===== src/hdl/cbf_pkg.sv =====
// Shared types and constants of the circuit breaker.
package cbf_pkg;

  localparam int unsigned TIME_W = 48;
  localparam int unsigned APB_AW = 5;
  localparam int unsigned APB_DW = 32;

  localparam logic [1:0] CMD_REQUEST = 2'd0;
  localparam logic [1:0] CMD_SUCCESS = 2'd1;
  localparam logic [1:0] CMD_FAILURE = 2'd2;

  localparam logic [2:0] REG_FAILURE_LIMIT = 3'd0;
  localparam logic [2:0] REG_WINDOW_MS     = 3'd1;
  localparam logic [2:0] REG_RATE_LIMIT    = 3'd2;
  localparam logic [2:0] REG_OPEN_TIMEOUT  = 3'd3;
  localparam logic [2:0] REG_PROBE_LIMIT   = 3'd4;
  localparam logic [2:0] REG_RECOVERY      = 3'd5;

  typedef enum logic [1:0] {
    BRK_CLOSED = 2'd0,
    BRK_OPEN   = 2'd1,
    BRK_HALF   = 2'd2
  } brk_state_e;

  typedef struct packed {
    logic [15:0] failure_limit;
    logic [31:0] window_ms;
    logic [8:0]  rate_limit_q8;
    logic [31:0] open_hold_ms;
    logic [7:0]  probe_limit;
    logic [15:0] recovery_successes;
  } cfg_t;

  typedef struct packed {
    logic capture;
    logic probe_first;
    logic inc_probes;
    logic clr_probes;
    logic inc_success;
    logic clr_success;
    logic clr_failure;
    logic push_failure;
    logic scan_start;
    logic set_changed;
  } dp_cmd_t;

  typedef struct packed {
    logic timeout;
    logic probe_ok;
    logic probe_lim_nz;
    logic succ_done;
    logic fail_lim;
    logic scan_done;
    logic rate_trip;
  } dp_stat_t;

endpackage


===== src/hdl/cbf_regs.sv =====
// APB configuration registers of the circuit breaker.
module cbf_regs import cbf_pkg::*; (
  input  logic              clk_i,
  input  logic              rst_ni,
  input  logic              psel_i,
  input  logic              penable_i,
  input  logic              pwrite_i,
  input  logic [APB_AW-1:0] paddr_i,
  input  logic [APB_DW-1:0] pwdata_i,
  output logic [APB_DW-1:0] prdata_o,
  output cfg_t              cfg_o
);

  cfg_t       cfg_q;
  logic       wr_en;
  logic [2:0] idx;

  assign wr_en = psel_i && penable_i && pwrite_i;
  assign idx   = paddr_i[4:2];
  assign cfg_o = cfg_q;

  always_ff @(posedge clk_i or negedge rst_ni) begin
    if (!rst_ni) begin
      cfg_q.failure_limit      <= 16'd5;
      cfg_q.window_ms          <= 32'd60000;
      cfg_q.rate_limit_q8      <= 9'd128;
      cfg_q.open_hold_ms       <= 32'd30000;
      cfg_q.probe_limit        <= 8'd3;
      cfg_q.recovery_successes <= 16'd2;
    end else if (wr_en) begin
      unique case (idx)
        REG_FAILURE_LIMIT: cfg_q.failure_limit      <= pwdata_i[15:0];
        REG_WINDOW_MS:     cfg_q.window_ms          <= pwdata_i;
        REG_RATE_LIMIT:    cfg_q.rate_limit_q8      <= pwdata_i[8:0];
        REG_OPEN_TIMEOUT:  cfg_q.open_hold_ms       <= pwdata_i;
        REG_PROBE_LIMIT:   cfg_q.probe_limit        <= pwdata_i[7:0];
        REG_RECOVERY:      cfg_q.recovery_successes <= pwdata_i[15:0];
        default: ;
      endcase
    end
  end

  always_comb begin
    unique case (idx)
      REG_FAILURE_LIMIT: prdata_o = {16'h0, cfg_q.failure_limit};
      REG_WINDOW_MS:     prdata_o = cfg_q.window_ms;
      REG_RATE_LIMIT:    prdata_o = {23'h0, cfg_q.rate_limit_q8};
      REG_OPEN_TIMEOUT:  prdata_o = cfg_q.open_hold_ms;
      REG_PROBE_LIMIT:   prdata_o = {24'h0, cfg_q.probe_limit};
      REG_RECOVERY:      prdata_o = {16'h0, cfg_q.recovery_successes};
      default:           prdata_o = '0;
    endcase
  end

endmodule


===== config.mk =====
export PLATFORM = sky130hd
export DESIGN_NAME = cbf_regs
export DESIGN_NICKNAME = d
export VERILOG_FILES = /design/src/hdl/cbf_pkg.sv /design/src/hdl/cbf_regs.sv
export SDC_FILE = /design/constraint.sdc
export NUM_CORES = 1
export LEC_CHECK = 0
export BUFFER_PORTS_ARGS = -buffer_cell sky130_fd_sc_hd__buf_2
export CAP_MARGIN = 20
export CORE_UTILIZATION = 45
export DETAILED_ROUTE_END_ITERATION = 10
export PLACE_DENSITY = 0.76
export SYNTH_ARGS = -nofsm -noshare
export SYNTH_HDL_FRONTEND = slang
export SYNTH_SLANG_ARGS = --single-unit
export TNS_END_PERCENT = 100

===== constraint.sdc =====
create_clock -name clk_i -period 1.7 [get_ports clk_i]
set_clock_uncertainty 0.2 [all_clocks]
set_input_delay 0.34 -clock clk_i [delete_from_list [all_inputs] [get_ports clk_i]]
set_output_delay 0.34 -clock clk_i [all_outputs]
set_load 0.03 [all_outputs]

==> impl_metrics.json <==
{
  "post-place-ws_ns": -0.473,
  "seq_area_frac_synth_pct": 54.4,
  "n_fill_cell": 692,
  "drtIter0Drc": 155,
  "place_area_um2": 7000,
  "grt_max_degree": 65,
  "die-area_um2": 12100,
  "clk_latency_ns": 0.41,
  "nets": 685,
  "fin_cells": 799,
  "vias_per_cell": 5.35,
  "syn_inst": 359,
  "firstDrtPassIters": 4,
  "cp.arrival_ns": 1.59,
  "cts_buffer_depth": 2,
  "stdcell_area_um2": 8550,
  "largest_register_ffs": 113,
  "cts_max_level": 4,
  "cp_num_buf_inv": 1,
  "rsz0062_at_grt": "true",
  "yosys.area.top_type": "dfrtp_1",
  "die-height_um": 110,
  "synth_nets": 401,
  "final_cell_mix": "buf_2 (127), mux2_2 (99), dfrtp_1 (93), buf_6 (61), buf_4 (57)",
  "grtUsageTotal_pct": 27.6,
  "fmax_mhz": 469,
  "dp_hpwl_um": 9920,
  "synth.ff_latch_count": 113,
  "num_vias": 4274,
  "synth.distinct_cells": 35,
  "wirelength_um": 16200,
  "final_max_slew_viol_count": 0,
  "critPathKind": "register to output port",
  "synthArstFlopShare_pct": 100,
  "die_w_um": 110,
  "synth-edff-count": 0,
  "numCtsBuffers": 17,
  "p_total_uw": 10800,
  "clk_pin_slew_worst_paths_ns": 0.05,
  "dp_cells": 710,
  "remaining_drc_errors": 0,
  "tightestPinTransition_ns": 0.353,
  "irDropWorstVdd_mv": 0.828,
  "final_common_cell": "buf_2",
  "diodes": 0,
  "crit_family": "flip-flops",
  "grt_pass1_vias": 4432,
  "core_um2": 11400,
  "max-slew-margin-rel_pct": 76.4,
  "p_leak_uw": 0.00417,
  "status": "finished with violations",
  "io_buffers": 184,
  "cpPeakStageDelay_ns": 0.54,
  "worstSetupEndpointType": "output port",
  "final_hold_viol_count": 0,
  "cts_tree": "done",
  "grt_remaining_overflow": 0,
  "maxCapViolations": 0,
  "placementRows": 39,
  "crit_chain": "mux2i_1 > or3_1 > o221ai_2 > buf_6",
  "gp_congestion": 0.752,
  "min_period_ns": 2.13,
  "critical_path.slowest_cell": "dfstp_2",
  "drive_gt1_share_pct": 73.9,
  "root_buffer": "clkbuf_16",
  "wl_per_cell_um": 20.3,
  "violations": "setup timing",
  "hold_path_class": "input port to register",
  "final.setup.worst_slack_ns": -0.432,
  "synth_top_flop_cell": "dfrtp_1",
  "start_util_pct": 46.1,
  "area_growth_pct": 63.2,
  "ant_nets": 0,
  "synth_top_area_share_pct": 44.4,
  "antenna_found_initial": 0,
  "cts.sinks": 113,
  "synth_area_leaders": "dfrtp_1 (44%), mux2_2 (24%), dfstp_2 (10%), mux2_4 (2.9%), a22o_1 (2.7%)",
  "p_per_area_nw_per_um2": 1260,
  "fin_crit_sh_pct": 125,
  "grt_pass1_wl_um": 24000,
  "yosysWarnings": 0,
  "worstPathRequired_ns": 1.16,
  "setup_violations": 42,
  "syn_area_um2": 5240,
  "pin_count": 187,
  "crit_fanout": 2,
  "cp-start-kind": "register",
  "avgSynthCellArea_um2": 14.6
}
## final timing paths
kind | startpoint | endpoint | slack, ns | cells after the start
max | cfg_o[99] | prdata_o[2] | -0.43 | 4
min | pwdata_i[9] | cfg_o[106] | 0.02 | 2
max reg2reg | cfg_o[75] | cfg_o[75] | 0.48 | 3
min reg2reg | cfg_o[30] | cfg_o[30] | 0.32 | 1
max in group asynchronous | rst_ni | cfg_o[28] | 0.66 | 3
min in group asynchronous | rst_ni | cfg_o[110] | 0.27 | 3
## power by group
| group | internal [uW] | total, uW | switching, uW |
|---|---|---|---|
| clock network | 2020 | 3180 | 1150 |
| registers | 3290 | 3760 | 468 |
| logic | 1650 | 3820 | 2170 |
## worst reg2reg max path: cells and delay by family, from the launching register on
kind | cells | cell delay (ns)
flip-flops | 1 | 0.39
buffers and inverters | 2 | 0.26
multiplexers | 1 | 0.25
## cell families (layout without fill, tap and decap cells)
logic type             after synthesis  count (layout)  synth area share (%)
and+or+nand+nor                     38              38                  5.25
AOI/OAI and AO/OA                   44              44                  6.42
buffers and inverters               24             321                  3.41
DFF                                113             113                  54.4
muxes                              140             140                  30.5
## Yosys cell counts (all sizes together) (2+ instances only)
| master | instances |
|---|---|
| a22o | 16 |
| or3 | 4 |
| and3b | 2 |
| mux2i | 12 |
| dfrtp | 93 |
| a31oi | 4 |
| buf | 18 |
| nor2 | 6 |
| nand3 | 2 |
| nand2b | 2 |
| o221ai | 3 |
| nand2 | 15 |
| mux2 | 128 |
| o21ai | 8 |
| clkbuf | 5 |
| dfstp | 20 |
| a22oi | 8 |
| nor3 | 2 |
| a221oi | 4 |
## layer usage
metal	routed length, um	share of wire (%)	GRT usage (%)	vias to the layer above
li1	-	-	-	1908
met4	221	1.4	10.1	0
met3	968	6.0	8.54	20
met2	8380	52	47.4	163
met5	0	0	0	-
met1	6670	41	32.4	2183
## per-stage QoR
stage | TNS [ns] | utilization (%) | hold WS [ns]
3_5_place_dp | -46.52 | 61.6 | 0.159
6_report | -9.06 | 75.2 | 0.0186
5_1_grt | -10.93 | 75.2 | 0.00307
2_1_floorplan | -1.66 | - | -0.156
4_1_cts | -9.55 | 74.8 | 0.000273
3_3_place_gp | -45.28 | 61.6 | 0.151
## timing repair
item	CTS	global route
buffers inserted	28	8
cloned	3	0
endpoints found under the setup margin	42	53
hold endpoints to repair	141	0
hold buffers	22	0
pin swaps	20	13
resized for setup	129	25
## cell type report
cell class              instances  area, um^2  share of cell area (%)
repair buffers                288        2390                    27.9
well taps                     143         179                    2.09
multi-input cells             222        2610                    30.5
flip-flops and latches        113        2850                    33.4
inverters                       1        3.75                  0.0439
clock buffers                  24         462                    5.40
clock inverters                 8        65.1                   0.761
Power figures use the tool's default switching activity.
