===== config.mk =====
export PLATFORM = sky130hd
export DESIGN_NAME = cbf_ctrl
export DESIGN_NICKNAME = d
export VERILOG_FILES = /design/src/hdl/cbf_pkg.sv /design/src/hdl/cbf_ctrl.sv
export SDC_FILE = /design/constraint.sdc
export NUM_CORES = 1
export LEC_CHECK = 0
export ABC_CLOCK_PERIOD_IN_PS = 1700
export BUFFER_PORTS_ARGS = -buffer_cell sky130_fd_sc_hd__buf_2
export CAP_MARGIN = 40
export CORE_MARGIN = 2
export CORE_UTILIZATION = 46
export DETAILED_ROUTE_END_ITERATION = 10
export GPL_ROUTABILITY_DRIVEN = 1
export HOLD_SLACK_MARGIN = 0.02
export PLACE_DENSITY = 0.75
export SLEW_MARGIN = 10
export SYNTH_ARGS = -nofsm -noshare
export SYNTH_HDL_FRONTEND = slang
export SYNTH_SLANG_ARGS = --single-unit

===== constraint.sdc =====
create_clock -name clk_i -period 1.7 [get_ports clk_i]
set_clock_uncertainty 0.15 [all_clocks]
set_input_delay 0.255 -clock clk_i [delete_from_list [all_inputs] [get_ports clk_i]]
set_output_delay 0.255 -clock clk_i [all_outputs]
set_load 0.02 [all_outputs]

===== src/hdl/cbf_pkg.sv =====
// Shared types and constants of the circuit breaker.
package cbf_pkg;

  localparam int unsigned TIME_W = 48;
  localparam int unsigned APB_AW = 5;
  localparam int unsigned APB_DW = 32;

  localparam logic [1:0] CMD_REQUEST = 2'd0;
  localparam logic [1:0] CMD_SUCCESS = 2'd1;
  localparam logic [1:0] CMD_FAILURE = 2'd2;

  localparam logic [2:0] REG_FAILURE_LIMIT = 3'd0;
  localparam logic [2:0] REG_WINDOW_MS     = 3'd1;
  localparam logic [2:0] REG_RATE_LIMIT    = 3'd2;
  localparam logic [2:0] REG_OPEN_TIMEOUT  = 3'd3;
  localparam logic [2:0] REG_PROBE_LIMIT   = 3'd4;
  localparam logic [2:0] REG_RECOVERY      = 3'd5;

  typedef enum logic [1:0] {
    BRK_CLOSED = 2'd0,
    BRK_OPEN   = 2'd1,
    BRK_HALF   = 2'd2
  } brk_state_e;

  typedef struct packed {
    logic [15:0] failure_limit;
    logic [31:0] window_ms;
    logic [8:0]  rate_limit_q8;
    logic [31:0] open_hold_ms;
    logic [7:0]  probe_limit;
    logic [15:0] recovery_successes;
  } cfg_t;

  typedef struct packed {
    logic capture;
    logic probe_first;
    logic inc_probes;
    logic clr_probes;
    logic inc_success;
    logic clr_success;
    logic clr_failure;
    logic push_failure;
    logic scan_start;
    logic set_changed;
  } dp_cmd_t;

  typedef struct packed {
    logic timeout;
    logic probe_ok;
    logic probe_lim_nz;
    logic succ_done;
    logic fail_lim;
    logic scan_done;
    logic rate_trip;
  } dp_stat_t;

endpackage


===== src/hdl/cbf_ctrl.sv =====
// Breaker state machine and result register of the circuit breaker.
module cbf_ctrl import cbf_pkg::*; (
  input  logic       clk_i,
  input  logic       rst_ni,
  input  logic       in_valid_i,
  output logic       in_ready_o,
  input  logic [1:0] in_command_i,
  output dp_cmd_t    dp_cmd_o,
  input  dp_stat_t   dp_stat_i,
  output logic       out_valid_o,
  input  logic       out_ready_i,
  output logic       allowed_o,
  output logic [1:0] circuit_state_o,
  output logic       state_changed_o,
  output logic       tripped_o
);

  typedef enum logic [1:0] {
    S_IDLE,
    S_EVAL,
    S_SCAN,
    S_OUT
  } ctrl_state_e;

  ctrl_state_e state_q, state_d;
  brk_state_e  brk_q, brk_d;
  logic [1:0]  cmd_q, cmd_d;
  logic        res_allowed_q, res_allowed_d;
  logic        res_changed_q, res_changed_d;
  logic        res_tripped_q, res_tripped_d;
  logic        out_valid_q, out_valid_d;
  logic        out_allowed_q, out_allowed_d;
  brk_state_e  out_state_q, out_state_d;
  logic        out_changed_q, out_changed_d;
  logic        out_tripped_q, out_tripped_d;

  assign in_ready_o      = (state_q == S_IDLE);
  assign out_valid_o     = out_valid_q;
  assign allowed_o       = out_allowed_q;
  assign circuit_state_o = out_state_q;
  assign state_changed_o = out_changed_q;
  assign tripped_o       = out_tripped_q;

  always_comb begin
    brk_state_e nxt;
    logic       go_scan;
    nxt           = brk_q;
    go_scan       = 1'b0;
    state_d       = state_q;
    brk_d         = brk_q;
    cmd_d         = cmd_q;
    res_allowed_d = res_allowed_q;
    res_changed_d = res_changed_q;
    res_tripped_d = res_tripped_q;
    out_valid_d   = out_valid_q && !out_ready_i;
    out_allowed_d = out_allowed_q;
    out_state_d   = out_state_q;
    out_changed_d = out_changed_q;
    out_tripped_d = out_tripped_q;
    dp_cmd_o      = '0;

    unique case (state_q)
      S_IDLE: begin
        if (in_valid_i) begin
          cmd_d            = in_command_i;
          dp_cmd_o.capture = 1'b1;
          state_d          = S_EVAL;
        end
      end
      S_EVAL: begin
        res_allowed_d = 1'b0;
        res_tripped_d = 1'b0;
        unique case (cmd_q)
          CMD_REQUEST: begin
            if (brk_q == BRK_OPEN && dp_stat_i.timeout) begin
              nxt                  = BRK_HALF;
              dp_cmd_o.probe_first = 1'b1;
              dp_cmd_o.clr_success = 1'b1;
              res_allowed_d        = dp_stat_i.probe_lim_nz;
            end else if (brk_q == BRK_CLOSED) begin
              res_allowed_d = 1'b1;
            end else if (brk_q == BRK_HALF && dp_stat_i.probe_ok) begin
              dp_cmd_o.inc_probes = 1'b1;
              res_allowed_d       = 1'b1;
            end
          end
          CMD_SUCCESS: begin
            dp_cmd_o.inc_success = 1'b1;
            if (brk_q == BRK_HALF && dp_stat_i.succ_done) begin
              nxt                  = BRK_CLOSED;
              dp_cmd_o.clr_failure = 1'b1;
              dp_cmd_o.clr_success = 1'b1;
              dp_cmd_o.clr_probes  = 1'b1;
            end else if (brk_q == BRK_OPEN) begin
              nxt = BRK_CLOSED;
            end
          end
          CMD_FAILURE: begin
            dp_cmd_o.push_failure = 1'b1;
            if (brk_q == BRK_CLOSED) begin
              if (dp_stat_i.fail_lim) begin
                nxt           = BRK_OPEN;
                res_tripped_d = 1'b1;
              end else begin
                go_scan             = 1'b1;
                dp_cmd_o.scan_start = 1'b1;
              end
            end else if (brk_q == BRK_HALF) begin
              nxt                 = BRK_OPEN;
              dp_cmd_o.clr_probes = 1'b1;
            end else if (brk_q == BRK_OPEN && dp_stat_i.timeout) begin
              nxt                  = BRK_HALF;
              dp_cmd_o.clr_probes  = 1'b1;
              dp_cmd_o.clr_success = 1'b1;
            end
          end
          default: ;
        endcase
        res_changed_d        = (nxt != brk_q);
        dp_cmd_o.set_changed = (nxt != brk_q);
        brk_d                = nxt;
        state_d              = go_scan ? S_SCAN : S_OUT;
      end
      S_SCAN: begin
        if (dp_stat_i.scan_done) begin
          if (dp_stat_i.rate_trip) begin
            brk_d                = BRK_OPEN;
            res_tripped_d        = 1'b1;
            res_changed_d        = 1'b1;
            dp_cmd_o.set_changed = 1'b1;
          end
          state_d = S_OUT;
        end
      end
      S_OUT: begin
        if (!out_valid_q || out_ready_i) begin
          out_valid_d   = 1'b1;
          out_allowed_d = res_allowed_q;
          out_state_d   = brk_q;
          out_changed_d = res_changed_q;
          out_tripped_d = res_tripped_q;
          state_d       = S_IDLE;
        end
      end
      default: state_d = S_IDLE;
    endcase
  end

  always_ff @(posedge clk_i or negedge rst_ni) begin
    if (!rst_ni) begin
      state_q       <= S_IDLE;
      brk_q         <= BRK_CLOSED;
      cmd_q         <= CMD_REQUEST;
      res_allowed_q <= 1'b0;
      res_changed_q <= 1'b0;
      res_tripped_q <= 1'b0;
      out_valid_q   <= 1'b0;
      out_allowed_q <= 1'b0;
      out_state_q   <= BRK_CLOSED;
      out_changed_q <= 1'b0;
      out_tripped_q <= 1'b0;
    end else begin
      state_q       <= state_d;
      brk_q         <= brk_d;
      cmd_q         <= cmd_d;
      res_allowed_q <= res_allowed_d;
      res_changed_q <= res_changed_d;
      res_tripped_q <= res_tripped_d;
      out_valid_q   <= out_valid_d;
      out_allowed_q <= out_allowed_d;
      out_state_q   <= out_state_d;
      out_changed_q <= out_changed_d;
      out_tripped_q <= out_tripped_d;
    end
  end

  a_trip_opens: assert property (@(posedge clk_i) disable iff (!rst_ni)
    out_valid_q && out_tripped_q |-> out_state_q == BRK_OPEN && out_changed_q)
    else $error("tripped result without a change to open");

  a_no_allow_open: assert property (@(posedge clk_i) disable iff (!rst_ni)
    out_valid_q && out_allowed_q |-> out_state_q != BRK_OPEN)
    else $error("request allowed while open");

  a_scan_owned: assert property (@(posedge clk_i) disable iff (!rst_ni)
    dp_stat_i.scan_done |-> state_q == S_SCAN)
    else $error("scan finished outside the scan state");

  a_scan_waits: assert property (@(posedge clk_i) disable iff (!rst_ni)
    state_q == S_SCAN && !dp_stat_i.scan_done |=> state_q == S_SCAN)
    else $error("scan state left before the scan finished");

endmodule


==> summary.md, run 1 <==
| Metric | Value |
|---|---|
| Status | finished, violations left |
| Failing checks | negative setup slack |
| Dpl hpwl | 2210 microns |
| Syn-to-layout area delta | 70.5% |
| NumNets Final | slightly above 200 |
| Die width | roughly 52 microns |
| Overall power | about 3.4 mW |
| Max Cap Viol | 0 |
| Final Cycle Share | 140% |
| CTS Buf Count | 3 |
| Final setup viols | 14 |
| Worst Setup End Kind | output pin |
| Antenna Cells | 0 |
| Worst Setup SP | cmd_q[1]$_DFFE_PN0P_ |
| Cells after Synth | ~120 |
| Sink Count | 15 |
| DP Cell Count | approximately 190 |
| Setup ws final | -0.672 ns |
| CTS tree | yes |
| First-pass GRT wire length | approximately 5800 microns |
| Fill count | about 140 |
| GRT overflow | 0 |
| Required @ worst endpoint | around 1.3 ns |
| Largest net degree at the start of global routing | 16 |
| R2R Setup Slk | -0.27 ns |
| Routed WL per cell | between 15 and 20 microns |
| Placed cell area | ~0.0014 sq mm |
| Worst VDD drop | roughly 1.5 mV |
| DIE HEIGHT | ~52 microns |
| Final hold vios | 0 |
| Most common cell after layout, fill and taps aside | buf_4 |
| Root buffer cell | clkbuf_4 |
| Crit path capture | dp_cmd_o[0] |
| Initial antenna violation count | 0 |
| Routed Antenna Nets | 0 |
| Clk Latency, worst-skew pair | approximately 0.30 ns |
| CTS Buffer Depth | 2 |
| Drc violations | 0 |
| # IOs | 30 |
| R2r endpoint | brk_q[1]$_DFFE_PN0P_ |
| Pwr dens | between 1500 and 2000 mW/mm^2 |
| CP Data Arrival Time | 1.97 ns |
| Slew Viols, Final | 0 |
| Synth unique cells | 37 |
| Initial Util | approximately half |
| Worst Reg-to-Reg Cells | 9 |
| Syn. warnings | 0 |
| H-tree Lvls | 1 |
| FF+latch count, synth | 15 |
| Core footprint | ~0.0022 sq mm |
| Final instance area | 0.00183 sq mm |
| Hold path startpoint | in_command_i[1] |
| Minimum clock period | 2.37 ns |
| Fmax | around 420 MHz |
| Avg Cell Area, Syn | 9.28 sq um |
| Leakage | 0.824 nW |
| Unrepaired setup endpoints after global routing | yes |
| Critical Path Source Type | register |
| Via density | slightly below 6 |
| Vias in the first global route | between 1000 and 1500 |
| Rows | 17 |
| Total Routing Usage GR | a little under 30% |
| Wirelength, routed | roughly 4000 microns |
| Number of DRC markers in iteration 0 | 32 |
| Port Buffers | 29 |
| Final Wtd Congestion | 0.902 |
| Hold_ws | 0.0813 ns |
| Non-Filler Instances | between 200 and 250 |
| Layout cell share with drive strength beyond 1 | between 60% and 70% |
| Slew @ Worst Pin | approximately 0.38 ns |
| Clock transition at path regs | about 0.090 ns |
| Die Area | 0.00274 sq mm |
| FF-to-FF Start | cmd_q[1]$_DFFE_PN0P_ |
| Crit path kind | register to output pin |
| Most frequent cells in the layout | buf_4 (25), buf_6 (20), buf_2 (19) |
| Headroom to the max-slew limit | approximately 74% |
| Detailed-route via count | 1209 |
| Syn Nets | approximately 140 |
| DR pass1 iterations | 4 |
| Post-Syn Area | roughly 0.0011 sq mm |
| Sequential area share after synthesis | a little over a third |
| Hold Crit Class | input port to register |
| Largest fanout on the critical path | 3 |
[synthesized netlist by cell type]
library cell  count  area [sq um]
ha_1              8           100
nand2_1          13          48.8
buf_6             1          11.3
and2b_1           1          7.51
a21o_1            1          7.51
o2111ai_1         1          8.76
a211oi_2          1          12.5
a21oi_1           9          45.0
mux2_2            5          56.3
and4_1            2          17.5
nor3_1            1          5.00
o311a_1           1          10.0
and4b_1           1          10.0
o21a_1            1          7.51
nand3_1           1          5.00
inv_1            11          41.3
a211oi_1          2          15.0
dfrtp_1          15           375
o211ai_1          3          22.5
a31oi_1           2          12.5
mux2_1            1          11.3
and2b_4           1          10.0
nand4_1           1          6.26
o221ai_2          1          15.0
o21ai_1           1          5.00
o31ai_4           1          21.3
o31ai_1           3          22.5
a2111oi_2         1          15.0
o21ai_0           4          20.0
and2_2            1          7.51
buf_4             3          22.5
buf_2             2          10.0
nor2b_1           2          12.5
o2bb2ai_1         2          17.5
nand2b_1          3          18.8
and3_1            3          18.8
nor2_1            6          22.5
[flip-flops by register name, summed over array words and instances, names as in the netlist]
signal / flops
state_changed_o: 1
out_valid_o: 1
res_allowed_q: 1
res_changed_q: 1
allowed_o: 1
res_tripped_q: 1
tripped_o: 1
cmd_q: 2
circuit_state_o: 2
brk_q: 2
state_q: 2
[logic make-up (layout without fill, tap and decap cells)]
logic type,Yosys count,after routing,share of synthesized area [%]
flops,15,15,34.9
buf+inv,17,82,7.91
mux,6,6,6.28
compound gates,34,34,24.0
simple gates,36,36,17.7
fa+ha+maj,8,8,9.30
[what timing repair did]
item | 4_1_cts | 5_1_grt
resized for setup | 49 | 19
setup endpoints to repair | 12 | 17
setup buffers | 13 | 6
hold buffers | 2 | 0
pin swaps | 10 | 8
hold endpoints to repair | 16 | 0
[where the power goes]
part	leakage (nW)	total, mW	internal, mW	switching (mW)
clock network	0.0139	0.221	0.0897	0.131
registers	0.181	0.696	0.524	0.172
logic	0.629	2.52	1.24	1.28
total	0.824	3.44	1.86	1.58
[cell type report]
cell class / instances / area [sq um] / share of cell area, %
flip-flops and latches: 15 / 378 / 20.6
clock buffers: 3 / 22.5 / 1.23
multi-input cells: 84 / 800 / 43.6
clock inverters: 1 / 7.51 / 0.409
repair buffers: 67 / 548 / 29.9
inverters: 11 / 43.8 / 2.39
well taps: 28 / 35.0 / 1.91
[worst min path at each step]
stage                           endpoint  depth (start not counted)  slack (ns)
2_1_floorplan      allowed_o$_DFFE_PN0P_                          0       -0.19
3_3_place_gp       tripped_o$_DFFE_PN0P_                          1        0.02
5_1_grt             cmd_q[1]$_DFFE_PN0P_                          3        0.07
4_1_cts             cmd_q[1]$_DFFE_PN0P_                          3        0.05
6_report            cmd_q[1]$_DFFE_PN0P_                          3        0.08
3_5_place_dp   res_changed_q$_DFFE_PN0P_                          1        0.03
[routing by layer]
layer | vias up | wire [microns] | global-route usage [%]
met3 | 16 | 207 | 5.14
met5 | - | 0 | 0
met2 | 67 | 2050 | 51.0
met1 | 579 | 1540 | 31.9
li1 | 547 | - | -
met4 | 0 | 161 | 17.9
[critical path, stage by stage (launching register included)]
cell	delay [ns]
dfrtp_1	0.45
inv_2	0.14
ha_4	0.18
inv_4	0.04
o211ai_1	0.33
a31oi_2	0.17
o21a_2	0.23
buf_6	0.13
[per-stage QoR]
stage                     TNS [ns]  utilization (%)  setup WS (ns)
after floorplan             -0.187                -         -0.131
after global placement      -0.600             63.6         -0.232
after detailed placement    -0.878             63.6         -0.338
after CTS                    -2.87             78.2         -0.577
after global routing         -4.48             82.9         -0.729
final                        -3.60             82.9         -0.672
Power figures use the tool's default switching activity.
==> run 2: changes to the inputs <==
--- a/config.mk
+++ b/config.mk
@@ -5,6 +5,7 @@
 export SDC_FILE = /design/constraint.sdc
 export NUM_CORES = 1
 export LEC_CHECK = 0
+export ABC_AREA = 1
 export ABC_CLOCK_PERIOD_IN_PS = 1700
 export BUFFER_PORTS_ARGS = -buffer_cell sky130_fd_sc_hd__buf_2
 export CAP_MARGIN = 40
==> run 2 against run 1 <==
  * The flow still finishes with violations (negative setup slack)
  * Synthesized area decreased by 3.1%
  * Count of clock-buffer cells in the layout unchanged
  * Die area is 2.9% lower
  * Via count down 4.1%
  * Cell area decreased by 4.4%
  * Synthesized cell count is 14% higher
  * Sequential share of layout area grew 1.2 points
  * Largest cell class unchanged
  * Largest power group unchanged
  * Highest routed layer unchanged
==> summary.md, run 2 <==
| Metric | Value |
|---|---|
| Highest routing layer actually used | met4 |
| Final instance area | 0.00175 sq mm (-4.4%) |
| Layout cell share with drive strength beyond 1 | 62.8% (+0.94 points) |
| Pwr dens | 2070 mW/mm^2 (+10%) |
| FF+latch count, synth | 15 (unchanged) |
| Hold EP | cmd_q[1]$_DFFE_PN0P_ |
| Synth unique cells | 29 (-22%) |
| Post-Syn Area | 0.00104 sq mm (-3.1%) |
| Hold Crit Class | input port to register |
| Main area contributors after synthesis | dfrtp_1 (36%), nand2_1 (9.7%), ha_1 (9.6%) |
| CTS Buffer Depth | 2 (unchanged) |
| Setup ws final | -0.543 ns (+0.129 ns) |
| Initial antenna violation count | 0 (unchanged) |
| Combinational Power Share | 74.0% (+0.7 points) |
| CTS Buf Count | 3 (unchanged) |
| Clk Latency, worst-skew pair | 0.29 ns (about the same) |
| Syn. warnings | 0 (unchanged) |
| XOR/XNOR share of the synthesized area | 0% (unchanged) |
| Hold path startpoint | in_command_i[1] |
| Fmax | 446 MHz (+5.7%) |
| Vias in the first global route | 1134 (-8.1%) |
| Worst Reg-to-Reg Cells | 13 (+4) |
| Seq pwr share | 19.9% (-0.4 points) |
| Wire length on met3 | 141 microns (-32%) |
| Syn-to-layout area delta | 68.2% |
| Sequential area share after synthesis | 36.0% (+1.1 points) |
| CTS tree | yes |
| Worst VDD drop | 1.63 mV (+9.6%) |
| Most common cell after layout, fill and taps aside | buf_4 |
| Hold path depth | 3 (unchanged) |
| Post-synth EDFFs | 0 (unchanged) |
| Core footprint | 0.00217 sq mm (-1.9%) |
| Headroom to the max-slew limit | 75.3% (+0.80 points) |
| Synth async-reset ratio | 100% (unchanged) |
| R2R Setup Slk | -0.42 ns (-0.15 ns) |
| Initial Util | 48.0% (-0.60 points) |
| Failing checks | negative setup slack |
| Final hold vios | 0 (unchanged) |
| FF-to-FF Start | cmd_q[1]$_DFFE_PN0P_ |
| Area leader, netlist | dfrtp_1 |
| Die width | 51.6 microns (-1.5%) |
| Port Buffers | 29 (unchanged) |
| Simple-gate share of the synthesized area | 26.2% (+8.5 points) |
| Root buffer cell | clkbuf_4 |
| Drc violations | 0 (unchanged) |
| Wirelength, routed | 3660 microns (-7.6%) |
| Syn Nets | 153 (+12%) |
| GRT overflow | 0 (unchanged) |
| Critical Path Source Type | register |
| Compound-gate portion of the synthesized area | 14.3% (-9.7 points) |
| Final setup viols | 13 (-1) |
| Met1 wire length | 1460 microns (-5.6%) |
| Final Cycle Share | 132% (-7.6 points) |
| Slew Viols, Final | 0 (unchanged) |
| Slew @ Worst Pin | 0.371 ns (-0.0103 ns) |
| Top-area cell type share of the netlist area | 36.0% (+1.1 points) |
| Antenna Cells | 0 (unchanged) |
| DR pass1 iterations | 5 (+1) |
| Via density | 5.11 (-12%) |
| Met2 wire len | 2000 microns (-2.8%) |
| Leakage | 0.862 nW (+4.6%) |
| DP Cell Count | 200 (+7.0%) |
| Total Routing Usage GR | 22.6% (-6.4 points) |
| Cells after Synth | 132 (+14%) |
| Dpl hpwl | 1790 microns (-19%) |
| Avg Cell Area, Syn | 7.90 sq um (-15%) |
| Detailed-route via count | 1160 (-4.1%) |
| Status | finished, violations left |
| First-pass GRT wire length | 4560 microns (-21%) |
| H-tree Lvls | 1 (unchanged) |
| Die Area | 0.00266 sq mm (-2.9%) |
| CP Data Arrival Time | 1.84 ns (-0.13 ns) |
| Routed Antenna Nets | 0 (unchanged) |
| Minimum clock period | 2.24 ns (-0.129 ns) |
| Largest fanout on the critical path | 5 (+2) |
| Synth Area in Adders | 9.60% (+0.30 points) |
| Final Wtd Congestion | 0.802 (-11%) |
| Max Cap Viol | 0 (unchanged) |
| P_int | 1.89 mW (+1.6%) |
| R2r endpoint | brk_q[1]$_DFFE_PN0P_ |
| Required @ worst endpoint | 1.29 ns (about the same) |
| Clock transition at path regs | 0.10 ns (about the same) |
| Main synth FF type | dfrtp_1 |
| Switch share | 47.9% (+1.9 points) |
| Count leader, synth | nand2_1 |
| NumNets Final | 221 (+8.9%) |
| Largest net degree at the start of global routing | 16 (unchanged) |
| Sink Count | 15 (unchanged) |
| Post-synth top cells | nand2_1 (27), inv_1 (23), dfrtp_1 (15) |
| Crit path kind | register to output pin |
| Largest family of logic cells by synthesized area | simple AND/OR/NAND/NOR gates |
| Placed cell area | 0.00132 sq mm (-6.1%) |
| Rows | 17 (unchanged) |
| DIE HEIGHT | 51.6 microns (-1.5%) |
| # IOs | 30 (unchanged) |
| Non-Filler Instances | 227 (+8.6%) |
| Clk network pwr share | 6.1% (-0.3 points) |
| Mux cell area share after synthesis | 1.08% (-5.2 points) |
| Unrepaired setup endpoints after global routing | yes |
| P_sw | 1.73 mW (+9.9%) |
| Worst Setup End Kind | output pin |
| Number of DRC markers in iteration 0 | 21 (-34%) |
| Routed WL per cell | 16.1 microns (-15%) |
| Most frequent cells in the layout | buf_4 (31), buf_2 (22), nand2_1 (20) |
-- run 2: changes by cell type after synthesis, moves of 5 or more --
cell     before  now
a21oi_1       9    4
mux2_2        5    0
nand3_1       1    6
nand2_2       0    6
nand2_1      13   27
o21ai_0       4   10
inv_1        11   23
-- run 2: metrics by stage --
step | setup TNS (ns) | total power, mW | setup WS (ns) | hold slack (ns) | utilization (%)
after floorplan | -0.0231 | 1.78 | -0.0231 | -0.191 | -
after global placement | -0.314 | 2.21 | -0.174 | 0.0303 | 60.8
after detailed placement | -0.365 | 2.27 | -0.212 | 0.0417 | 60.8
after CTS | -2.51 | 2.95 | -0.451 | 0.0267 | 71.6
after global routing | -4.04 | 3.81 | -0.585 | 0.0533 | 80.8
final | -3.37 | 3.62 | -0.543 | 0.0232 | 80.8
-- run 2: area by class of cell --
class	instances	area, sq um
tap	28	35.0
multi-input combinational	87	707
clock inverter	1	5.00
clock buffer	3	22.5
inverter	27	114
fill	134	417
sequential	15	382
timing repair buffer	66	488
-- run 2: cell families after synthesis --
kind of cell / count (synthesis)
simple gates: 54
buf+inv: 30
compound gates: 24
mux: 1
fa+ha+maj: 8
flops: 15
-- run 2: worst max path at each step --
stage / from / end / slack [ns] / cells past startpoint
after floorplan: state_q[1]$_DFFE_PN0P_ / dp_cmd_o[4] / -0.02 / 7
after global placement: cmd_q[1]$_DFFE_PN0P_ / dp_cmd_o[0] / -0.17 / 12
after detailed placement: cmd_q[1]$_DFFE_PN0P_ / dp_cmd_o[0] / -0.21 / 12
after CTS: cmd_q[1]$_DFFE_PN0P_ / dp_cmd_o[0] / -0.45 / 12
after global routing: cmd_q[1]$_DFFE_PN0P_ / dp_cmd_o[0] / -0.58 / 8
final: cmd_q[1]$_DFFE_PN0P_ / dp_cmd_o[0] / -0.54 / 8
-- run 2: repair_timing --
item,in CTS,in global routing
hold endpoints to repair,15,0
gates cloned,0,0
endpoints found under the setup margin,10,14
buffers inserted,13,10
hold buffers,1,0
resized for setup,25,40
pin swaps,8,18
-- run 2: power by group through the flow --
stage	registers [mW]	clock network, mW	logic (mW)
global route	0.739	0.233	2.84
CTS	0.693	0.221	2.03
floorplan	0.687	0	1.09
global placement	0.665	0	1.55
finish	0.721	0.223	2.68
detailed placement	0.680	0	1.59
-- run 2: layer usage --
| layer | GRT usage [%] | up-vias |
|---|---|---|
| li1 | - | 545 |
| met1 | 27.0 | 553 |
| met2 | 41.2 | 52 |
| met3 | 2.87 | 10 |
| met4 | 8.33 | 0 |
| met5 | 0 | - |
-- run 2: worst max-delay path: stages (launching register included) --
cell     delay (ns)
dfrtp_2        0.49
ha_4           0.22
buf_4          0.14
a21oi_2        0.16
nand3_2        0.11
nand2_2        0.10
nand2_2        0.08
a21oi_4        0.12
buf_6          0.13
